[src/brew_process_sequencer_unit_assert.svh]
// Assertion macros for the brew process sequencer
`ifndef BREW_PROCESS_SEQUENCER_UNIT_ASSERT_SVH
`define BREW_PROCESS_SEQUENCER_UNIT_ASSERT_SVH

// same-cycle implication, disabled in reset
`define BPS_ASSERT_NOW(label, clk, rst_n, ante, cons) \
    label: assert property (@(posedge clk) disable iff (!rst_n) (ante) |-> (cons)) \
        else $error("bps assertion failed");

// next-cycle implication, disabled in reset
`define BPS_ASSERT_NEXT(label, clk, rst_n, ante, cons) \
    label: assert property (@(posedge clk) disable iff (!rst_n) (ante) |=> (cons)) \
        else $error("bps assertion failed");

`endif

[src/bps_pkg.sv]
// Types, state codes and valve table of the brew process sequencer
package bps_pkg;

    localparam int CFG_IDX_W = 3;
    localparam int CFG_DATA_W = 16;

    // register indexes
    localparam logic [CFG_IDX_W-1:0] REG_MASH_VOLUME         = 3'd0;
    localparam logic [CFG_IDX_W-1:0] REG_SPARGE_BATCH_VOLUME = 3'd1;
    localparam logic [CFG_IDX_W-1:0] REG_SPARGE_REST_TICKS   = 3'd2;
    localparam logic [CFG_IDX_W-1:0] REG_SPARGE_BATCH_COUNT  = 3'd3;
    localparam logic [CFG_IDX_W-1:0] REG_BOIL_TICKS          = 3'd4;
    localparam logic [CFG_IDX_W-1:0] REG_TEMP_HIGH_MARGIN    = 3'd5;
    localparam logic [CFG_IDX_W-1:0] REG_TEMP_LOW_MARGIN     = 3'd6;
    localparam logic [CFG_IDX_W-1:0] REG_EMPTY_VOLUME        = 3'd7;

    // sequence states
    localparam logic [3:0] ST_INIT        = 4'd0;
    localparam logic [3:0] ST_WAIT_HLT    = 4'd1;
    localparam logic [3:0] ST_FILL        = 4'd2;
    localparam logic [3:0] ST_MASH        = 4'd3;
    localparam logic [3:0] ST_BYPASS      = 4'd4;
    localparam logic [3:0] ST_SPARGE_REST = 4'd5;
    localparam logic [3:0] ST_PUMP_OUT    = 4'd6;
    localparam logic [3:0] ST_PUMP_IN     = 4'd7;
    localparam logic [3:0] ST_DELAY       = 4'd8;
    localparam logic [3:0] ST_EMPTY_TUN   = 4'd9;
    localparam logic [3:0] ST_BOIL        = 4'd10;
    localparam logic [3:0] ST_EMPTY_HEX   = 4'd11;
    localparam logic [3:0] ST_CHILL       = 4'd12;

    localparam logic [1:0] FLAG_PID_ENABLE = 2'h1;
    localparam logic [1:0] FLAG_RESTART    = 2'h2;

    typedef struct packed {
        logic [15:0]        mlt_volume;
        logic signed [15:0] mlt_temp;
        logic signed [15:0] step_temp;
        logic               first_step_started;
        logic               mash_done;
        logic [1:0]         pid_flags;
        logic [15:0]        valves_in;
    } sample_t;

    typedef struct packed {
        logic [3:0]  seq_state;
        logic [15:0] valves_out;
    } result_t;

    function automatic logic [15:0] valve_bits(input logic [3:0] st);
        logic [15:0] v;
        case (st)
            ST_INIT:        v = 16'h0000;
            ST_WAIT_HLT:    v = 16'h0024;
            ST_FILL:        v = 16'h0015;
            ST_MASH:        v = 16'h0013;
            ST_BYPASS:      v = 16'h0023;
            ST_SPARGE_REST: v = 16'h0013;
            ST_PUMP_OUT:    v = 16'h0093;
            ST_PUMP_IN:     v = 16'h0017;
            ST_DELAY:       v = 16'h0013;
            ST_EMPTY_TUN:   v = 16'h0083;
            ST_BOIL:        v = 16'h0010;
            ST_EMPTY_HEX:   v = 16'h0013;
            ST_CHILL:       v = 16'h00c1;
            default:        v = 16'h0000;
        endcase
        return v;
    endfunction

    function automatic logic [15:0] sat_inc16(input logic [15:0] t);
        return (t == 16'hFFFF) ? t : t + 16'd1;
    endfunction

endpackage

[src/bps_stream_if.sv]
// Valid/ready stream interface carrying one payload beat
interface bps_stream_if #(parameter type T = logic);
    logic valid;
    logic ready;
    T     data;

    modport source (output valid, output data, input ready);
    modport sink (input valid, input data, output ready);
endinterface

[src/brew_process_sequencer_unit.sv]
// Brew process sequencer: state stepping and valve word per sample tick
//
//  channel   dir  payload                                   handshake
//  sample    in   mlt_volume..valves_in (sample_t)          valid/ready
//  result    out  seq_state, valves_out (result_t)          valid/ready
//  cfg       in   cfg_index, cfg_data                       cfg_we, no wait
//
// One beat per cycle while the result is taken; two registers (input, result).
// The sequence state update is one pass of logic between the two registers.
// Reset puts the sequence in init and resets config and valid flags, not payloads.
// A stalled result holds both stages; the input stage still takes a beat while empty.
`include "brew_process_sequencer_unit_assert.svh"

module brew_process_sequencer_unit
    import bps_pkg::*;
#(
    parameter int ONE_SEC_TICKS   = 1,
    parameter int HEX_WAIT_TICKS  = 60,
    parameter int HEX_EMPTY_TICKS = 20
)
(
    input  logic                  clk,
    input  logic                  rst_n,
    bps_stream_if.sink            sample,
    bps_stream_if.source          result,
    input  logic                  cfg_we,
    input  logic [CFG_IDX_W-1:0]  cfg_index,
    input  logic [CFG_DATA_W-1:0] cfg_data
);

    localparam logic [15:0] ONE_SEC_LIM   = 16'(ONE_SEC_TICKS);
    localparam logic [15:0] HEX_WAIT_LIM  = 16'(HEX_WAIT_TICKS);
    localparam logic [15:0] HEX_EMPTY_LIM = 16'(HEX_EMPTY_TICKS);

    // configuration
    logic [15:0]        mash_volume_reg;
    logic [15:0]        sparge_batch_volume_reg;
    logic [15:0]        sparge_rest_ticks_reg;
    logic [7:0]         sparge_batch_count_reg;
    logic [15:0]        boil_ticks_reg;
    logic signed [13:0] temp_high_margin_reg;
    logic signed [13:0] temp_low_margin_reg;
    logic [15:0]        empty_volume_reg;

    // sequence state
    logic [3:0]  state_reg, state_next;
    logic [7:0]  sparge_index_reg, sparge_index_next;
    logic [15:0] rest_timer_reg, rest_timer_next;
    logic [15:0] delay_timer_reg, delay_timer_next;
    logic [15:0] hex_wait_timer_reg, hex_wait_timer_next;
    logic        hex_wait_disabled_reg, hex_wait_disabled_next;
    logic [15:0] hex_empty_timer_reg, hex_empty_timer_next;
    logic [15:0] boil_timer_reg, boil_timer_next;
    logic [15:0] mash_end_volume_reg, mash_end_volume_next;

    // pipeline
    logic    in_valid_reg;
    sample_t in_reg;
    logic    out_valid_reg;
    result_t result_reg;
    result_t result_next;
    logic    advance;
    logic    fire;

    // datapath temporaries
    logic signed [17:0] temp_x;
    logic signed [17:0] hi_limit;
    logic signed [17:0] lo_limit;
    logic [16:0]        pump_sum;
    logic [8:0]         next_batch;
    logic [15:0]        rest_inc;
    logic [15:0]        delay_inc;
    logic [15:0]        boil_inc;
    logic [15:0]        hex_wait_inc;
    logic [15:0]        hex_empty_inc;
    logic [15:0]        override_mask;
    logic [15:0]        table_bits;

    assign advance      = !out_valid_reg || result.ready;
    assign fire         = in_valid_reg && advance;
    assign sample.ready = !in_valid_reg || advance;
    assign result.valid = out_valid_reg;
    assign result.data  = result_reg;

    always_comb
    begin
        temp_x     = 18'(in_reg.mlt_temp);
        hi_limit   = 18'(in_reg.step_temp) + 18'(temp_high_margin_reg);
        lo_limit   = 18'(in_reg.step_temp) + 18'(temp_low_margin_reg);
        // vol < end - batch, kept unsigned
        pump_sum   = {1'b0, in_reg.mlt_volume} + {1'b0, sparge_batch_volume_reg};
        next_batch = {1'b0, sparge_index_reg} + 9'd1;
        rest_inc      = sat_inc16(rest_timer_reg);
        delay_inc     = sat_inc16(delay_timer_reg);
        boil_inc      = sat_inc16(boil_timer_reg);
        hex_wait_inc  = sat_inc16(hex_wait_timer_reg);
        hex_empty_inc = sat_inc16(hex_empty_timer_reg);

        state_next             = state_reg;
        sparge_index_next      = sparge_index_reg;
        rest_timer_next        = rest_timer_reg;
        delay_timer_next       = delay_timer_reg;
        hex_wait_timer_next    = hex_wait_timer_reg;
        hex_wait_disabled_next = hex_wait_disabled_reg;
        hex_empty_timer_next   = hex_empty_timer_reg;
        boil_timer_next        = boil_timer_reg;
        mash_end_volume_next   = mash_end_volume_reg;

        case (state_reg)
            ST_INIT:
                if ((in_reg.pid_flags & FLAG_PID_ENABLE) != 2'b00)
                    state_next = ST_WAIT_HLT;
            ST_WAIT_HLT:
                if (in_reg.first_step_started)
                    state_next = ST_FILL;
            ST_FILL:
                if (in_reg.mlt_volume > mash_volume_reg)
                    state_next = ST_MASH;
            ST_MASH:
            begin
                if (in_reg.mash_done)
                begin
                    sparge_index_next    = 8'd0;
                    mash_end_volume_next = in_reg.mlt_volume;
                    rest_timer_next      = sparge_rest_ticks_reg;
                    state_next           = ST_SPARGE_REST;
                end
                else if (temp_x > hi_limit)
                begin
                    state_next = ST_BYPASS;
                end
            end
            ST_BYPASS:
                if (temp_x < lo_limit)
                    state_next = ST_MASH;
            ST_SPARGE_REST:
            begin
                rest_timer_next = rest_inc;
                if (rest_inc >= sparge_rest_ticks_reg)
                    state_next = (next_batch < {1'b0, sparge_batch_count_reg}) ?
                                 ST_PUMP_OUT : ST_EMPTY_TUN;
            end
            ST_PUMP_OUT:
                if (pump_sum < {1'b0, mash_end_volume_reg})
                begin
                    delay_timer_next = 16'd0;
                    state_next       = ST_DELAY;
                end
            ST_PUMP_IN:
                if (in_reg.mlt_volume > mash_end_volume_reg)
                begin
                    if (sparge_index_reg != 8'hFF)
                        sparge_index_next = sparge_index_reg + 8'd1;
                    rest_timer_next = 16'd0;
                    state_next      = ST_SPARGE_REST;
                end
            ST_DELAY:
            begin
                delay_timer_next = delay_inc;
                if (delay_inc >= ONE_SEC_LIM)
                    state_next = ST_PUMP_IN;
            end
            ST_EMPTY_TUN:
                if (in_reg.mlt_volume < empty_volume_reg)
                begin
                    hex_wait_timer_next    = 16'd0;
                    hex_wait_disabled_next = 1'b0;
                    boil_timer_next        = 16'd0;
                    state_next             = ST_BOIL;
                end
            ST_BOIL:
            begin
                boil_timer_next = boil_inc;
                if (!hex_wait_disabled_reg)
                    hex_wait_timer_next = hex_wait_inc;
                if (!hex_wait_disabled_reg && hex_wait_inc >= HEX_WAIT_LIM)
                begin
                    hex_empty_timer_next = 16'd0;
                    state_next           = ST_EMPTY_HEX;
                end
                else if (boil_inc >= boil_ticks_reg)
                begin
                    state_next = ST_CHILL;
                end
            end
            ST_EMPTY_HEX:
            begin
                boil_timer_next      = boil_inc;
                hex_empty_timer_next = hex_empty_inc;
                if (hex_empty_inc >= HEX_EMPTY_LIM)
                begin
                    hex_wait_disabled_next = 1'b1;
                    state_next             = ST_BOIL;
                end
            end
            ST_CHILL:
                if ((in_reg.pid_flags & FLAG_RESTART) != 2'b00)
                    state_next = ST_INIT;
            default:
                state_next = ST_INIT;
        endcase

        // valves V1..V7 without manual override take the table bits
        override_mask = {8'h00, ~in_reg.valves_in[15:9], 1'b0};
        table_bits    = valve_bits(state_next);
        result_next.seq_state  = state_next;
        result_next.valves_out = (in_reg.valves_in & ~override_mask) |
                                 (table_bits & override_mask);
    end

    // control and configuration
    always_ff @(posedge clk or negedge rst_n)
    begin
        if (!rst_n)
        begin
            in_valid_reg            <= 1'b0;
            out_valid_reg           <= 1'b0;
            state_reg               <= ST_INIT;
            sparge_index_reg        <= 8'd0;
            rest_timer_reg          <= 16'd0;
            delay_timer_reg         <= 16'd0;
            hex_wait_timer_reg      <= 16'd0;
            hex_wait_disabled_reg   <= 1'b0;
            hex_empty_timer_reg     <= 16'd0;
            boil_timer_reg          <= 16'd0;
            mash_end_volume_reg     <= 16'd0;
            mash_volume_reg         <= 16'd0;
            sparge_batch_volume_reg <= 16'd0;
            sparge_rest_ticks_reg   <= 16'd0;
            sparge_batch_count_reg  <= 8'd1;
            boil_ticks_reg          <= 16'd0;
            temp_high_margin_reg    <= 14'sd0;
            temp_low_margin_reg     <= 14'sd0;
            empty_volume_reg        <= 16'd0;
        end
        else
        begin
            if (sample.ready)
                in_valid_reg <= sample.valid;
            if (advance)
                out_valid_reg <= in_valid_reg;
            if (fire)
            begin
                state_reg             <= state_next;
                sparge_index_reg      <= sparge_index_next;
                rest_timer_reg        <= rest_timer_next;
                delay_timer_reg       <= delay_timer_next;
                hex_wait_timer_reg    <= hex_wait_timer_next;
                hex_wait_disabled_reg <= hex_wait_disabled_next;
                hex_empty_timer_reg   <= hex_empty_timer_next;
                boil_timer_reg        <= boil_timer_next;
                mash_end_volume_reg   <= mash_end_volume_next;
            end
            if (cfg_we)
            begin
                case (cfg_index)
                    REG_MASH_VOLUME:         mash_volume_reg         <= cfg_data;
                    REG_SPARGE_BATCH_VOLUME: sparge_batch_volume_reg <= cfg_data;
                    REG_SPARGE_REST_TICKS:   sparge_rest_ticks_reg   <= cfg_data;
                    REG_SPARGE_BATCH_COUNT:  sparge_batch_count_reg  <= cfg_data[7:0];
                    REG_BOIL_TICKS:          boil_ticks_reg          <= cfg_data;
                    REG_TEMP_HIGH_MARGIN:    temp_high_margin_reg    <= cfg_data[13:0];
                    REG_TEMP_LOW_MARGIN:     temp_low_margin_reg     <= cfg_data[13:0];
                    REG_EMPTY_VOLUME:        empty_volume_reg        <= cfg_data;
                    default:                 empty_volume_reg        <= empty_volume_reg;
                endcase
            end
        end
    end

    // payload registers
    always_ff @(posedge clk)
    begin
        if (sample.ready && sample.valid)
            in_reg <= sample.data;
        if (fire)
            result_reg <= result_next;
    end

    `BPS_ASSERT_NOW(a_result_tracks_state, clk, rst_n, out_valid_reg, result_reg.seq_state == state_reg)
    `BPS_ASSERT_NEXT(a_mash_done_to_rest, clk, rst_n, fire && state_reg == ST_MASH && in_reg.mash_done, state_reg == ST_SPARGE_REST)
    `BPS_ASSERT_NEXT(a_override_passes, clk, rst_n, fire, result_reg.valves_out[15:8] == $past(in_reg.valves_in[15:8]) && result_reg.valves_out[0] == $past(in_reg.valves_in[0]))

endmodule

[src/flat_wrapper.sv]
// flat-port wrapper written by rule: the top's interface ports become plain ports
module brew_process_sequencer_unit_flat import bps_pkg::*;
#(
    parameter int ONE_SEC_TICKS   = 1,
    parameter int HEX_WAIT_TICKS  = 60,
    parameter int HEX_EMPTY_TICKS = 20
)
  (clk, rst_n, cfg_we, cfg_index, cfg_data, sample_valid, sample_data, sample_ready, result_valid, result_data, result_ready);
  bps_stream_if #(.T(sample_t)) sample_i ();
  bps_stream_if #(.T(result_t)) result_i ();
  input  logic clk;
  input  logic rst_n;
  input  logic cfg_we;
  input  logic [CFG_IDX_W-1:0] cfg_index;
  input  logic [CFG_DATA_W-1:0] cfg_data;
  input wire logic [$bits(sample_i.valid)-1:0] sample_valid;
  input wire logic [$bits(sample_i.data)-1:0] sample_data;
  output wire logic [$bits(sample_i.ready)-1:0] sample_ready;
  output wire logic [$bits(result_i.valid)-1:0] result_valid;
  output wire logic [$bits(result_i.data)-1:0] result_data;
  input wire logic [$bits(result_i.ready)-1:0] result_ready;
  assign sample_i.valid = sample_valid;
  assign sample_i.data = sample_data;
  assign sample_ready = sample_i.ready;
  assign result_valid = result_i.valid;
  assign result_data = result_i.data;
  assign result_i.ready = result_ready;
  brew_process_sequencer_unit #(.ONE_SEC_TICKS(ONE_SEC_TICKS), .HEX_WAIT_TICKS(HEX_WAIT_TICKS), .HEX_EMPTY_TICKS(HEX_EMPTY_TICKS)) u_core (.clk(clk), .rst_n(rst_n), .sample(sample_i), .result(result_i), .cfg_we(cfg_we), .cfg_index(cfg_index), .cfg_data(cfg_data));
endmodule
[config.mk]
export PLATFORM = sky130hd
export DESIGN_NAME = brew_process_sequencer_unit_flat
export DESIGN_NICKNAME = d
export VERILOG_FILES = /design/src/bps_pkg.sv /design/src/bps_stream_if.sv /design/src/brew_process_sequencer_unit.sv /design/src/flat_wrapper.sv
export VERILOG_INCLUDE_DIRS = /design/src /design/src/src
export SDC_FILE = /design/constraint.sdc
export NUM_CORES = 1
export LEC_CHECK = 0
export ABC_AREA = 1
export BUFFER_PORTS_ARGS = -buffer_cell sky130_fd_sc_hd__buf_4
export CAP_MARGIN = 20
export CORE_MARGIN = 2
export CORE_UTILIZATION = 60
export CTS_CLUSTER_DIAMETER = 50
export DETAILED_ROUTE_END_ITERATION = 8
export PLACE_DENSITY = 0.86
export SLEW_MARGIN = 0
export SYNTH_ARGS = -nofsm -noshare
export SYNTH_HDL_FRONTEND = slang
export SYNTH_SLANG_ARGS = --single-unit
[constraint.sdc]
create_clock -name clk -period 5.7 [get_ports clk]
set_input_delay 0.285 -clock clk [delete_from_list [all_inputs] [get_ports clk]]
set_output_delay 0.285 -clock clk [all_outputs]
set_load 0.01 [all_outputs]
==> out/qor.yml <==
layout:
  syn_to_final_growth_pct: 17.7
  final_common_cell: "nand2_1"
  final_nets: 2916
  diodes: 0
  mostFrequentLayoutCells: "558 x nand2_1, 336 x inv_1, 226 x dfrtp_1"
  final_util_pct: 71.5
  layout-drive-gt1-share_pct: 8.96
  largest_reg_flops: 68
drt:
  viasPerCell: 5.66
  routed_wl_um: 51800
  wl_per_cell_um: 16.7
  vias: 17543
  drt_pass1_iterations: 6
  drcViolationCount: 0
  postRouteAntennaNets: 0
  drtIter0Drc: 1323
floorplan:
  die_w_um: 185
  fp.coreArea_um2: 32400
  die_h_um: 185
  initial_utilization_pct: 60.7
  die-area_um2: 34200
  rows: 66
  io_pins: 114
clock_tree:
  cts_tree: "done"
  clock_sinks: 315
  cts_buffer_depth: 3
  clockRootBuffer: "clkbuf_16"
  h-tree-depth: 2
  cts_setup_buffers: 0
  cts_buffers: 40
  clk_pin_slew_ns: 0.06
  insertion_delay_ns: 0.53
worst_setup_path:
  slowest_delay_ns: 0.40
  reg2reg_depth: 32
  crit_path_end_kind: "flip-flop"
  cp_common_cell: "nand2_1"
  r2r_start: "u_core.temp_high_margin_reg[0]"
  crit_required_ns: 5.99
  path_max_fanout: 7
  reg2reg_to: "u_core.result.data[4]"
  path_class: "reg -> reg"
  start_kind: "flip-flop"
  crit_arrival_ns: 5.38
  cpMaxStageDelayCell: "fa_1"
  r2r_slack_ns: 0.61
sta:
  finalCritPeriodShare_pct: 89.4
  rsz0062_at_grt: "no"
  hold_violations: 0
  clock_skew_ns: 0.0141
  maxSlewHeadroom_pct: 31.3
  fmax_mhz: 196
  finalSetupViolations: 0
  finalSetupTns_ns: 0
  period_minus_slack_ns: 5.09
  worstMarginPinSlew_ns: 1.03
  maxSlewViolCount: 0
global_routing:
  grt_pass1_vias: 17330
  grt_overflow: 0
  grt_use_total_pct: 30.8
  grt_max_degree: 174
  antenna_found_initial: 0
  grt_pass1_wl_um: 83800
synthesis:
  seq_area_frac_synth_pct: 42.3
  synthesis.nets: 2710
  post_synth.cell_area_avg_um2: 8.12
  synth_seq_cells: 315
  syn_inst: 2421
  synth_cell_types: 52
  synth_area_um2: 19700
  ys_warn_count: 0
pwr:
  power.density_nw_per_um2: 426
  peakVddDrop_mv: 0.373
  p_leak_uw: 0.0113
placement:
  port_buffers: 113
  place.gp.congestion: 0.931
  post-dp-hpwl_um: 35900
hold_path:
  hold_path_end: "u_core.empty_volume_reg[10]"
  min_path_type: "in -> reg"
  holdPathStages: 3
  min-delay-start: "cfg_data[10]"
flow_run:
  cap_violations: 0
run_status:
  outcome: "completed"
==> worst max path at each step <==
stage,from,to
floorplan,u_core.in_reg[20],u_core.result.data[2]
global placement,u_core.in_reg[20],u_core.result.data[4]
detailed placement,u_core.in_reg[21],u_core.result.data[4]
CTS,u_core.in_reg[20],u_core.result.data[4]
global route,u_core.in_reg[20],u_core.result.data[4]
finish,u_core.temp_high_margin_reg[0],u_core.result.data[4]
==> report_power, final <==
part	internal [uW]	switching [uW]	leakage [uW]	total, uW
Combinational	1490	2450	0.00705	3940
Sequential	2900	446	0.00362	3350
Clock	1550	1010	0.000656	2560
==> cells in the mapped netlist (all sizes together) <==
cell type / number / area share [%]
and2: 2 / 0.064
dfrtp: 226 / 29
nand4: 36 / 1.2
o21ai: 229 / 5.8
xor2: 49 / 2.2
a21boi: 2 / 0.076
a31oi: 7 / 0.22
or2: 3 / 0.095
nor4: 5 / 0.19
o21bai: 6 / 0.23
xnor2: 18 / 0.80
a22o: 1 / 0.045
o31ai: 13 / 0.50
clkbuf: 36 / 0.74
a21o: 6 / 0.23
nand2: 569 / 11
ha: 194 / 12
clkinv: 4 / 0.076
o21a: 5 / 0.19
nor2: 193 / 4.1
a22oi: 14 / 0.56
a211o: 1 / 0.045
o211ai: 7 / 0.27
nor3: 46 / 1.2
nand3: 130 / 3.4
a21oi: 148 / 3.8
buf: 7 / 0.25
o41ai: 1 / 0.045
fa: 3 / 0.31
nand3b: 6 / 0.23
o22ai: 21 / 0.67
edfxtp: 88 / 13
inv: 343 / 6.6
dfstp: 1 / 0.13
a31o: 1 / 0.045
==> repair_timing <==
action,4_1_cts,5_1_grt
setup endpoints to repair,0,1
hold buffers,85,0
endpoints found under the hold margin,138,0
gates resized for setup,0,1
==> layout make-up <==
class | instances | area (um^2)
repair buffers | 207 | 1790
clock buffers | 50 | 1090
multi-input cells | 1716 | 9840
flip-flops and latches | 315 | 8320
inverters | 347 | 1310
well taps | 442 | 553
clock inverters | 22 | 241
fillers | 2396 | 9230
==> routing by layer <==
layer | GRT usage [%] | vias to the layer above | wire [um]
met5 | 0 | - | 0
met4 | 13.3 | 0 | 2020
met3 | 4.25 | 141 | 3500
met2 | 52.7 | 662 | 24600
met1 | 39.1 | 8277 | 21700
li1 | - | 8463 | -
==> worst max-delay path, delay by kind of cell (launching register included) <==
family | cells | cell delay (ns)
AOI/OAI and AO/OA | 10 | 1.52
and+or+nand+nor | 14 | 1.51
adders and majority gates | 4 | 1.08
buffers and inverters | 4 | 0.37
DFF | 1 | 0.36
==> through the flow <==
stage | total power [uW] | hold slack [ns] | area (um^2) | setup slack [ns] | std cells
after CTS | 9790 | 0.0266 | 23100 | 0.659 | 3098
after global routing | 10600 | 0.0567 | 23100 | 0.0922 | 3099
after detailed placement | 7150 | 0.245 | 21000 | 0.731 | 2941
after floorplan | 6080 | -0.0106 | 19700 | 1.52 | 2421
final | 9850 | 0.0403 | 23100 | 0.605 | 3099
after global placement | 6900 | 0.239 | 21000 | 0.954 | 2941
==> cell families (layout without fill, tap and decap cells) <==
kind of cell | Yosys count | count (layout) | share of synthesized area (%)
AO/OA/AOI/OAI | 462 | 462 | 12.7
XOR/XNOR | 67 | 67 | 2.98
adder cells (fa/ha/maj) | 197 | 197 | 12.7
buffers and inverters | 390 | 626 | 7.63
flip-flops | 315 | 315 | 42.3
AND/OR/NAND/NOR | 990 | 990 | 21.7
No activity file was read; power rests on OpenSTA's default activity.
